===== src/rtl/rsmc_pkg.sv =====
// Shared types, widths and the multiply-accumulate program of the segment/mesh hit block.
// No dependencies; every other file in rtl/ imports this package.
package rsmc_pkg;

  localparam int COORD_W     = 24;
  localparam int VEC_W       = COORD_W + 1;
  localparam int OPD_W       = VEC_W + 1;
  localparam int PROD_W      = 2 * OPD_W;
  localparam int LO_W        = 25;
  localparam int CROSS_W     = 51;
  localparam int DOT_W       = 80;
  localparam int ACC_W       = 102;
  localparam int ROOT_W      = 50;
  localparam int RAD_W       = 2 * ROOT_W;
  localparam int T_FRAC_BITS = 30;
  localparam int Q_W         = T_FRAC_BITS + 1;
  localparam int NORM_W      = 32;
  localparam int MAX_TRIANGLES = 1024;
  localparam int IDX_W       = $clog2(MAX_TRIANGLES);
  localparam int THR_W       = 32;
  localparam int CFG_IDX_W   = 3;
  localparam int CFG_DATA_W  = 32;

  typedef logic signed [COORD_W-1:0] coord_t;

  typedef struct packed {
    coord_t v0_x;
    coord_t v0_y;
    coord_t v0_z;
    coord_t v1_x;
    coord_t v1_y;
    coord_t v1_z;
    coord_t v2_x;
    coord_t v2_y;
    coord_t v2_z;
    logic   last_triangle;
  } in_item_t;

  typedef struct packed {
    logic                     hit;
    logic [Q_W-1:0]           hit_t;
    logic signed [NORM_W-1:0] normal_x;
    logic signed [NORM_W-1:0] normal_y;
    logic signed [NORM_W-1:0] normal_z;
    logic [IDX_W-1:0]         hit_index;
  } out_item_t;

  typedef enum logic [CFG_IDX_W-1:0] {
    CFG_START_X, CFG_START_Y, CFG_START_Z,
    CFG_END_X, CFG_END_Y, CFG_END_Z,
    CFG_CULL, CFG_THRESH
  } cfg_reg_t;

  typedef enum logic [1:0] {VEC_D, VEC_E1, VEC_E2, VEC_S} vec_id_t;
  typedef enum logic [2:0] {OPK_VEC, OPK_CLO, OPK_CHI, OPK_MLO, OPK_MHI} opk_t;
  typedef enum logic [1:0] {SH_0, SH_25, SH_50} shamt_t;
  typedef enum logic [2:0] {
    DST_NONE, DST_C0, DST_C1, DST_C2, DST_A, DST_U, DST_V, DST_T
  } dst_t;

  typedef struct packed {
    opk_t       kind;
    vec_id_t    vid;
    logic [1:0] comp;
  } opnd_t;

  typedef struct packed {
    opnd_t  a;
    opnd_t  b;
    logic   sub;
    logic   clr;
    shamt_t sh;
    dst_t   dst;
  } mc_op_t;

  // Program groups: crosses into C, dots into A/U/V/T, then the squared normal length.
  localparam logic [3:0] GRP_DXE2 = 4'd0;
  localparam logic [3:0] GRP_A    = 4'd1;
  localparam logic [3:0] GRP_U    = 4'd2;
  localparam logic [3:0] GRP_SXE1 = 4'd3;
  localparam logic [3:0] GRP_V    = 4'd4;
  localparam logic [3:0] GRP_T    = 4'd5;
  localparam logic [3:0] GRP_N    = 4'd6;
  localparam logic [3:0] GRP_SQ0  = 4'd7;
  localparam logic [3:0] GRP_SQ1  = 4'd8;
  localparam logic [3:0] GRP_SQ2  = 4'd9;

  typedef struct packed {
    logic       load;
    logic       op_valid;
    mc_op_t     op;
    logic       eval1;
    logic       eval2;
    logic       div_start;
    logic       div_norm;
    logic [1:0] k;
    logic       upd;
    logic       tri_done;
    logic       sqrt_start;
    logic       nq_wr;
    logic       out_load;
  } ctl_cmd_t;

  typedef struct packed {
    logic pass;
    logic last;
    logic div_done;
    logic sqrt_done;
    logic out_full;
  } dp_stat_t;

  function automatic logic [1:0] mod3_inc(input logic [1:0] k);
    unique case (k)
      2'd0:    return 2'd1;
      2'd1:    return 2'd2;
      default: return 2'd0;
    endcase
  endfunction

  function automatic logic [2:0] grp_last(input logic [3:0] grp);
    return (grp >= GRP_SQ0) ? 3'd3 : 3'd5;
  endfunction

  function automatic dst_t cross_dst(input logic [1:0] k);
    unique case (k)
      2'd0:    return DST_C0;
      2'd1:    return DST_C1;
      default: return DST_C2;
    endcase
  endfunction

  function automatic mc_op_t mc_op(input logic [3:0] grp, input logic [2:0] sub);
    mc_op_t     op;
    logic [1:0] k;
    logic [1:0] k1;
    logic [1:0] k2;
    logic [1:0] j;
    logic       odd;
    logic       is_cross;
    logic       is_dot;
    vec_id_t    y;
    vec_id_t    z;
    dst_t       dd;
    logic [1:0] kq;
    op       = '0;
    k        = sub[2:1];
    k1       = mod3_inc(k);
    k2       = mod3_inc(k1);
    j        = sub[1:0];
    odd      = sub[0];
    is_cross = 1'b0;
    is_dot   = 1'b0;
    y        = VEC_D;
    z        = VEC_E2;
    dd       = DST_NONE;
    kq       = 2'd0;
    unique case (grp)
      GRP_DXE2: begin is_cross = 1'b1; y = VEC_D;  z = VEC_E2; end
      GRP_A:    begin is_dot = 1'b1;   y = VEC_E1; dd = DST_A; end
      GRP_U:    begin is_dot = 1'b1;   y = VEC_S;  dd = DST_U; end
      GRP_SXE1: begin is_cross = 1'b1; y = VEC_S;  z = VEC_E1; end
      GRP_V:    begin is_dot = 1'b1;   y = VEC_D;  dd = DST_V; end
      GRP_T:    begin is_dot = 1'b1;   y = VEC_E2; dd = DST_T; end
      GRP_N:    begin is_cross = 1'b1; y = VEC_E1; z = VEC_E2; end
      GRP_SQ0:  kq = 2'd0;
      GRP_SQ1:  kq = 2'd1;
      default:  kq = 2'd2;
    endcase
    if (is_cross) begin
      op.a   = '{kind: OPK_VEC, vid: y, comp: odd ? k2 : k1};
      op.b   = '{kind: OPK_VEC, vid: z, comp: odd ? k1 : k2};
      op.sub = odd;
      op.clr = !odd;
      op.sh  = SH_0;
      op.dst = odd ? cross_dst(k) : DST_NONE;
    end else if (is_dot) begin
      op.a   = '{kind: OPK_VEC, vid: y, comp: k};
      op.b   = '{kind: odd ? OPK_CHI : OPK_CLO, vid: VEC_D, comp: k};
      op.sub = 1'b0;
      op.clr = (sub == 3'd0);
      op.sh  = odd ? SH_25 : SH_0;
      op.dst = (sub == 3'd5) ? dd : DST_NONE;
    end else begin
      // mag^2 = lo*lo + 2*lo*hi*2^25 + hi*hi*2^50
      op.a   = '{kind: j[1] ? OPK_MHI : OPK_MLO, vid: VEC_D, comp: kq};
      op.b   = '{kind: j[0] ? OPK_MHI : OPK_MLO, vid: VEC_D, comp: kq};
      op.sub = 1'b0;
      op.clr = (j == 2'd0) && (kq == 2'd0);
      op.sh  = (j == 2'd0) ? SH_0 : ((j == 2'd3) ? SH_50 : SH_25);
      op.dst = DST_NONE;
    end
    return op;
  endfunction

endpackage


===== src/rtl/rsmc_ctrl.sv =====
// Sequencer: steps the multiply-accumulate program, the tests, the divider,
// the square root and the result hand-off. Depends on rsmc_pkg.
module rsmc_ctrl import rsmc_pkg::*; (
  input  logic     clk,
  input  logic     rst_n,
  input  logic     in_valid,
  output logic     in_ready,
  input  dp_stat_t stat,
  output ctl_cmd_t cmd
);

  typedef enum logic [3:0] {
    ST_IDLE, ST_RUN, ST_DRAIN, ST_EVAL1, ST_EVAL2, ST_CHK, ST_TDIV, ST_UPD,
    ST_FIN, ST_NDRAIN, ST_SQST, ST_SQWT, ST_NDST, ST_NDWT, ST_OUT
  } state_t;

  state_t     state_r;
  logic [3:0] grp_r;
  logic [2:0] sub_r;
  logic [1:0] k_r;

  always_ff @(posedge clk) begin
    if (!rst_n) begin
      state_r <= ST_IDLE;
      grp_r   <= '0;
      sub_r   <= '0;
      k_r     <= '0;
    end else begin
      unique case (state_r)
        ST_IDLE: if (in_valid) begin
          state_r <= ST_RUN;
          grp_r   <= GRP_DXE2;
          sub_r   <= '0;
        end
        ST_RUN: begin
          if (sub_r == grp_last(grp_r)) begin
            sub_r <= '0;
            if (grp_r == GRP_N) state_r <= ST_DRAIN;
            else if (grp_r == GRP_SQ2) state_r <= ST_NDRAIN;
            else grp_r <= grp_r + 1'b1;
          end else begin
            sub_r <= sub_r + 1'b1;
          end
        end
        ST_DRAIN: state_r <= ST_EVAL1;
        ST_EVAL1: state_r <= ST_EVAL2;
        ST_EVAL2: state_r <= ST_CHK;
        ST_CHK:   state_r <= stat.pass ? ST_TDIV : ST_FIN;
        ST_TDIV:  if (stat.div_done) state_r <= ST_UPD;
        ST_UPD:   state_r <= ST_FIN;
        ST_FIN: begin
          if (stat.last) begin
            state_r <= ST_RUN;
            grp_r   <= GRP_SQ0;
            sub_r   <= '0;
          end else begin
            state_r <= ST_IDLE;
          end
        end
        ST_NDRAIN: state_r <= ST_SQST;
        ST_SQST:   state_r <= ST_SQWT;
        ST_SQWT: if (stat.sqrt_done) begin
          state_r <= ST_NDST;
          k_r     <= '0;
        end
        ST_NDST: state_r <= ST_NDWT;
        ST_NDWT: if (stat.div_done) begin
          if (k_r == 2'd2) begin
            state_r <= ST_OUT;
          end else begin
            k_r     <= k_r + 1'b1;
            state_r <= ST_NDST;
          end
        end
        ST_OUT: if (!stat.out_full) state_r <= ST_IDLE;
        default: state_r <= ST_IDLE;
      endcase
    end
  end

  always_comb begin
    cmd        = '0;
    cmd.op     = mc_op(grp_r, sub_r);
    cmd.k      = k_r;
    in_ready   = (state_r == ST_IDLE);
    unique case (state_r)
      ST_IDLE:  cmd.load      = in_valid;
      ST_RUN:   cmd.op_valid  = 1'b1;
      ST_EVAL1: cmd.eval1     = 1'b1;
      ST_EVAL2: cmd.eval2     = 1'b1;
      ST_CHK:   cmd.div_start = stat.pass;
      ST_UPD:   cmd.upd       = 1'b1;
      ST_FIN:   cmd.tri_done  = 1'b1;
      ST_SQST:  cmd.sqrt_start = 1'b1;
      ST_NDST: begin
        cmd.div_start = 1'b1;
        cmd.div_norm  = 1'b1;
      end
      ST_NDWT: begin
        cmd.div_norm = 1'b1;
        cmd.nq_wr    = stat.div_done;
      end
      ST_OUT:   cmd.out_load  = !stat.out_full;
      default:  ;
    endcase
  end

endmodule


===== config.mk =====
export PLATFORM = sky130hd
export DESIGN_NAME = rsmc_ctrl
export DESIGN_NICKNAME = d
export VERILOG_FILES = /design/src/rtl/rsmc_pkg.sv /design/src/rtl/rsmc_ctrl.sv
export SDC_FILE = /design/constraint.sdc
export NUM_CORES = 1
export LEC_CHECK = 0
export BUFFER_PORTS_ARGS = -buffer_cell sky130_fd_sc_hd__buf_2
export CORE_MARGIN = 8
export CORE_UTILIZATION = 53
export CTS_CLUSTER_SIZE = 25
export DETAILED_ROUTE_END_ITERATION = 10
export PLACE_DENSITY = 0.84
export SYNTH_ARGS = -nofsm -noshare
export SYNTH_HDL_FRONTEND = slang
export SYNTH_SLANG_ARGS = --single-unit

===== constraint.sdc =====
create_clock -name clk -period 3 [get_ports clk]
set_clock_uncertainty 0.15 [all_clocks]
set_input_delay 0.6 -clock clk [delete_from_list [all_inputs] [get_ports clk]]
set_output_delay 0.6 -clock clk [all_outputs]
set_load 0.02 [all_outputs]

== Word level (Yosys, flattened, before mapping) ==
Cells that the tools add are included.
Cells by class
  add/subtract/negate cells: 3
  multipliers: 0
  divide/modulo/power cells: 0
  magnitude comparators: 1
  equal/unequal tests: 40
  shifts and indexed selects: 0
  multiplexer cells: 59
  bitwise gates (word level): 0
  reductions and logical operators: 22
Operators by type and width (count)
  4-bit case mux with 15 select lines: 1
  4-bit two-way mux: 14
  21-bit two-way mux: 2
  4-bit equality test, second input constant: 9
  4-bit by 3-bit equality test with 1-bit output, second input constant: 8
  3-bit two-way mux: 8
  2-bit two-way mux: 10
  2-bit != test, second input constant: 10
  2-bit case mux with 2 select lines: 5
  4-bit by 2-bit equality test with 1-bit output, second input constant: 4
  1-bit two-way mux: 14
  3-bit case mux with 4 select lines: 1
  4-bit case mux with 3 select lines: 1
  3-bit case mux with 3 select lines: 1
  4-bit by 1-bit equality test with 1-bit output, second input constant: 2
  2-bit logical NOT: 4
  4-bit logical NOT: 2
  8-bit OR reduction: 1
  7-bit AND reduction: 1
  2-bit case mux with 3 select lines: 1
  6-bit AND reduction: 1
  2-bit OR reduction: 3
  4-bit by 1-bit adder with 4-bit output, second input constant: 1
  2-bit by 1-bit equality test with 1-bit output, second input constant: 2
  17 further kinds: 19
Storage, ports and cells
  register bits: 13
  bits in latches: 0
  bits in writable memories: 0
  bits in read-only memories: 0
  word-level logic and storage cells: 129
  memories: 0

== Depth between registers and ports, before layout ==
  depth after elaboration: 7
  gate-level depth with buffers: 8
  mapped depth without buffers: 7

== Worst setup path after synthesis ==
OpenSTA, ideal clock, no wires.
  path type: register to output
  start: reg grp_r[0]
  end: out cmd[11] (netlist bit)
  data arrival time: 1.965 ns
  data required time: 2.250 ns
  slack: 0.285 ns
  stages on the path, launching flop included: 8
  buffers on the path: 1
  cell sequence: dfxtp_1 -> inv_1 -> ha_1 -> nor2b_1 -> or3_1 -> clkbuf_1 -> nor2_1 -> a22o_1
RTL lines
  from (decl): RTL line rsmc_ctrl.sv:18  | logic [3:0] grp_r;
  from (signal assigned): RTL line rsmc_ctrl.sv:40  | else grp_r <= grp_r + 1'b1;
  to (decl): RTL line rsmc_ctrl.sv:9  | output ctl_cmd_t cmd

==> metrics.yaml <==
route:
  drtAntennaViolNets: 0
  totalWireLength_mm: 3.979
  drcViolationCount: 0
  drtIter0Drc: 113
  vias: 1602
  vias_per_cell: 5.721
  drt-wirelength-per-cell_um: 14.21
  drtPass1Iterations: 4
power:
  clockPowerShare: 0.100
  vdd_drop_max_uv: 269.6
  p_sw_frac: 0.5109
  seqPwrFrac: 0.236
  p_per_area_nw_per_um2: 586.9
  p_int_mw: 0.5279
  p_switching_mw: 0.5515
  p_leak_nw: 0.8340
  power_mw: 1.079
  combPwrFrac: 0.664
sta:
  whs_ns: 0.3931
  setup_violations: 0
  period_needed_ns: 2.871
  slew_headroom: 0.6081
  post-route-period-util: 0.9571
  hold_violations: 0
  worst_slack_ns: 0.1288
  worst_pin_slew_ns: 0.5871
  drv_slew: 0
  max_freq_mhz: 348.3
cts:
  clk_latency_ns: 0.27
  clock_sinks: 13
  path_clk_slew_ns: 0.08
  holdBufCountCts: 0
  cts_buffer_depth: 2
  cts_tree: "built"
  cts_buffers: 3
  cts.htree.levels: 1
  cts_root_buf: "clkbuf_4"
logic_synthesis:
  syn_area_sq_um: 1592
  synth_edf_count: 0
  synth_ff_type: "dfxtp_1"
  yosys_warnings: 0
  synth_top_area_frac: 0.1635
  synthTopCellsByArea: "dfxtp_1 (16%), ha_1 (7.9%), nor2_1 (6.1%), mux2i_1 (4.4%), a21oi_1 (4.1%)"
  yosys.area.top_type: "dfxtp_1"
  syn-instance-count: 215
  yosysSeqAreaShare: 0.1635
  synth.distinct_cells: 60
  synth-seq-cells: 13
  syn_nets: 233
  async_reset_ff_frac: 0
  syn_avg_cell_area_sq_um: 7.402
grt:
  antenna_found_initial: 0
  first_global_vias: 1508
  grt_pass1_wl_mm: 6.630
  grt_max_degree: 20
  overflow: 0
  grt.total_usage: 0.1552
cells_and_area:
  drive_above_1_share: 0.3117
  finalNetCount: 266
  antenna_cells: 0
  syn_to_final_growth_pct: 15.57
  fillers: 273
worst_hold_path:
  hp-start: "k_r[1]"
  holdPathStages: 2
  hold_end: "k_r[1]"
  hold_class: "flop to flop"
worst_setup_path:
  r2r.worst_path.cells: 5
  crit_family: "simple AND/OR/NAND/NOR gates"
  required_ns: 2.25
  end_kind: "output pin"
  crit_buf_inv: 2
  cp_slowest_stage_delay_ns: 0.40
  path_class: "flop to output pin"
  path_cells: "inv_1, ha_2, nor3_1, or3_4, or3_1, o31ai_1, buf_2"
  cp.arrival_ns: 2.12
  cp-start-kind: "flop"
  r2r_slack_ns: 0.87
  cpMaxStageDelayCell: "or3_4"
  r2r-end: "state_r[0]"
  r2r_start: "state_r[1]"
  worst-path-max-fanout: 12
status:
  status: "completed"
die:
  die-area_sq_um: 5013
  core-area_sq_um: 2953
  ios: 43
  rows: 20
  start_util: 0.5390
  die_x_um: 70.80
  die_y_um: 70.80
job:
  drv_cap: 0
place:
  port_buffers: 42
  pre_cts_ws_ns: 0.2130
  dp_hpwl_mm: 3.018
  gp_congestion: 0.8158
[worst min-delay path, cell delays in order (launching register included)]
cell and delay (ns):
dfxtp_1 0.33, mux2i_1 0.12, nor2b_1 0.05
[logic make-up (layout without fill, tap and decap cells)]
family	Yosys count	count (layout)	synth area share
flip-flops	13	13	0.1635
XOR/XNOR	3	3	0.01651
AND/OR/NAND/NOR	95	95	0.3475
multiplexers	8	8	0.05110
AO/OA/AOI/OAI	59	59	0.2610
buffers and inverters	27	59	0.08175
adder cells (fa/ha/maj)	10	10	0.07862
[state kept, by name, summed over array words and instances (netlist names)]
signal,flops
k_r,2
sub_r,3
state_r,4
grp_r,4
[power by group through the flow]
stage	sequential, mW	clock [mW]	combinational (mW)
4_1_cts	0.251	0.111	0.701
3_5_place_dp	0.255	0	0.692
6_report	0.255	0.108	0.716
3_3_place_gp	0.255	0	0.681
5_1_grt	0.263	0.119	0.785
2_1_floorplan	0.212	0	0.566
[what timing repair did]
item	CTS	global route
pin swaps	0	1
setup endpoints to repair	1	7
setup buffers	0	0
hold endpoints to repair	0	0
gates resized for setup	2	8
[Yosys cell counts (all sizes together) (3+ instances only)]
library cell and instances:
a22oi 4, mux2i 7, buf 10, and2 5, ha 10, or3 4
nor4 3, xnor2 3, nand3b 3, nor2b 7, and3 4, o22ai 3
and3b 4, o21a 5, a21boi 3, o21ai 12, a21oi 14, dfxtp 13
nor3 10, inv 10, nand2b 9, nor2 27, nand2 12, clkbuf 7
[worst max-delay path by stage]
stage	startpoint	cells past startpoint	slack [ns]	end
6_report	grp_r[0]	7	0.13	cmd[12]
3_3_place_gp	grp_r[0]	7	0.28	cmd[12]
4_1_cts	grp_r[0]	8	0.005	cmd[11]
3_5_place_dp	grp_r[0]	7	0.21	cmd[12]
2_1_floorplan	grp_r[0]	7	0.29	cmd[11]
5_1_grt	grp_r[0]	8	-0.008	cmd[11]
[layer usage]
layer  part of all wire  GRT usage  wire length (um)  vias up
met1               0.45     0.1714              1795      719
met2               0.48     0.2709              1907       46
met5                  0          0                 0        -
met3              0.057    0.03955               228        7
li1                   -          -                 -      830
met4              0.012    0.07159                47        0
[through the flow]
step | cells | utilization | setup TNS (ns) | instance area [sq um]
final | 280 | 0.6229 | 0 | 1839
after global routing | 280 | 0.6229 | -0.008194 | 1839
after CTS | 280 | 0.6119 | 0 | 1807
after detailed placement | 276 | 0.6004 | 0 | 1773
after global placement | 276 | 0.6004 | 0 | 1773
after floorplan | 215 | - | 0 | 1592
[layout make-up]
cell class | instances | area [sq um] | area share
sequential | 13 | 262.8 | 0.1429
clock buffer | 4 | 26.28 | 0.01429
inverter | 10 | 37.54 | 0.02041
timing repair buffer | 45 | 232.7 | 0.1265
tap | 33 | 41.29 | 0.02245
multi-input combinational | 175 | 1239 | 0.6735
[cell usage in the layout (no fill, tap or decap), types with 2 or more instances in the layout]
| cell type | n |
|---|---|
| nand2b_4 | 2 |
| or3_1 | 2 |
| nand4b_1 | 2 |
| inv_1 | 9 |
| nor2b_1 | 6 |
| and3b_1 | 3 |
| a21boi_0 | 3 |
| nor2_1 | 26 |
| o21ai_2 | 2 |
| o22ai_1 | 2 |
| nor3_1 | 10 |
| a21oi_1 | 13 |
| mux2i_1 | 7 |
| o21ai_0 | 9 |
| nor4_1 | 3 |
| o21a_1 | 5 |
| nand2_1 | 12 |
| o31ai_1 | 2 |
| and2_1 | 4 |
| ha_1 | 7 |
| nand2b_1 | 5 |
| a2bb2oi_1 | 2 |
| and3_1 | 4 |
| nand2b_2 | 2 |
| buf_2 | 42 |
| nand3b_1 | 2 |
| o21bai_1 | 2 |
| clkbuf_4 | 3 |
| a22oi_1 | 4 |
| or3_4 | 2 |
| buf_4 | 3 |
| dfxtp_1 | 11 |
| a31oi_1 | 2 |
| ha_2 | 2 |
| dfxtp_2 | 2 |
| xnor2_1 | 3 |
No activity file was read; power rests on OpenSTA's default activity.
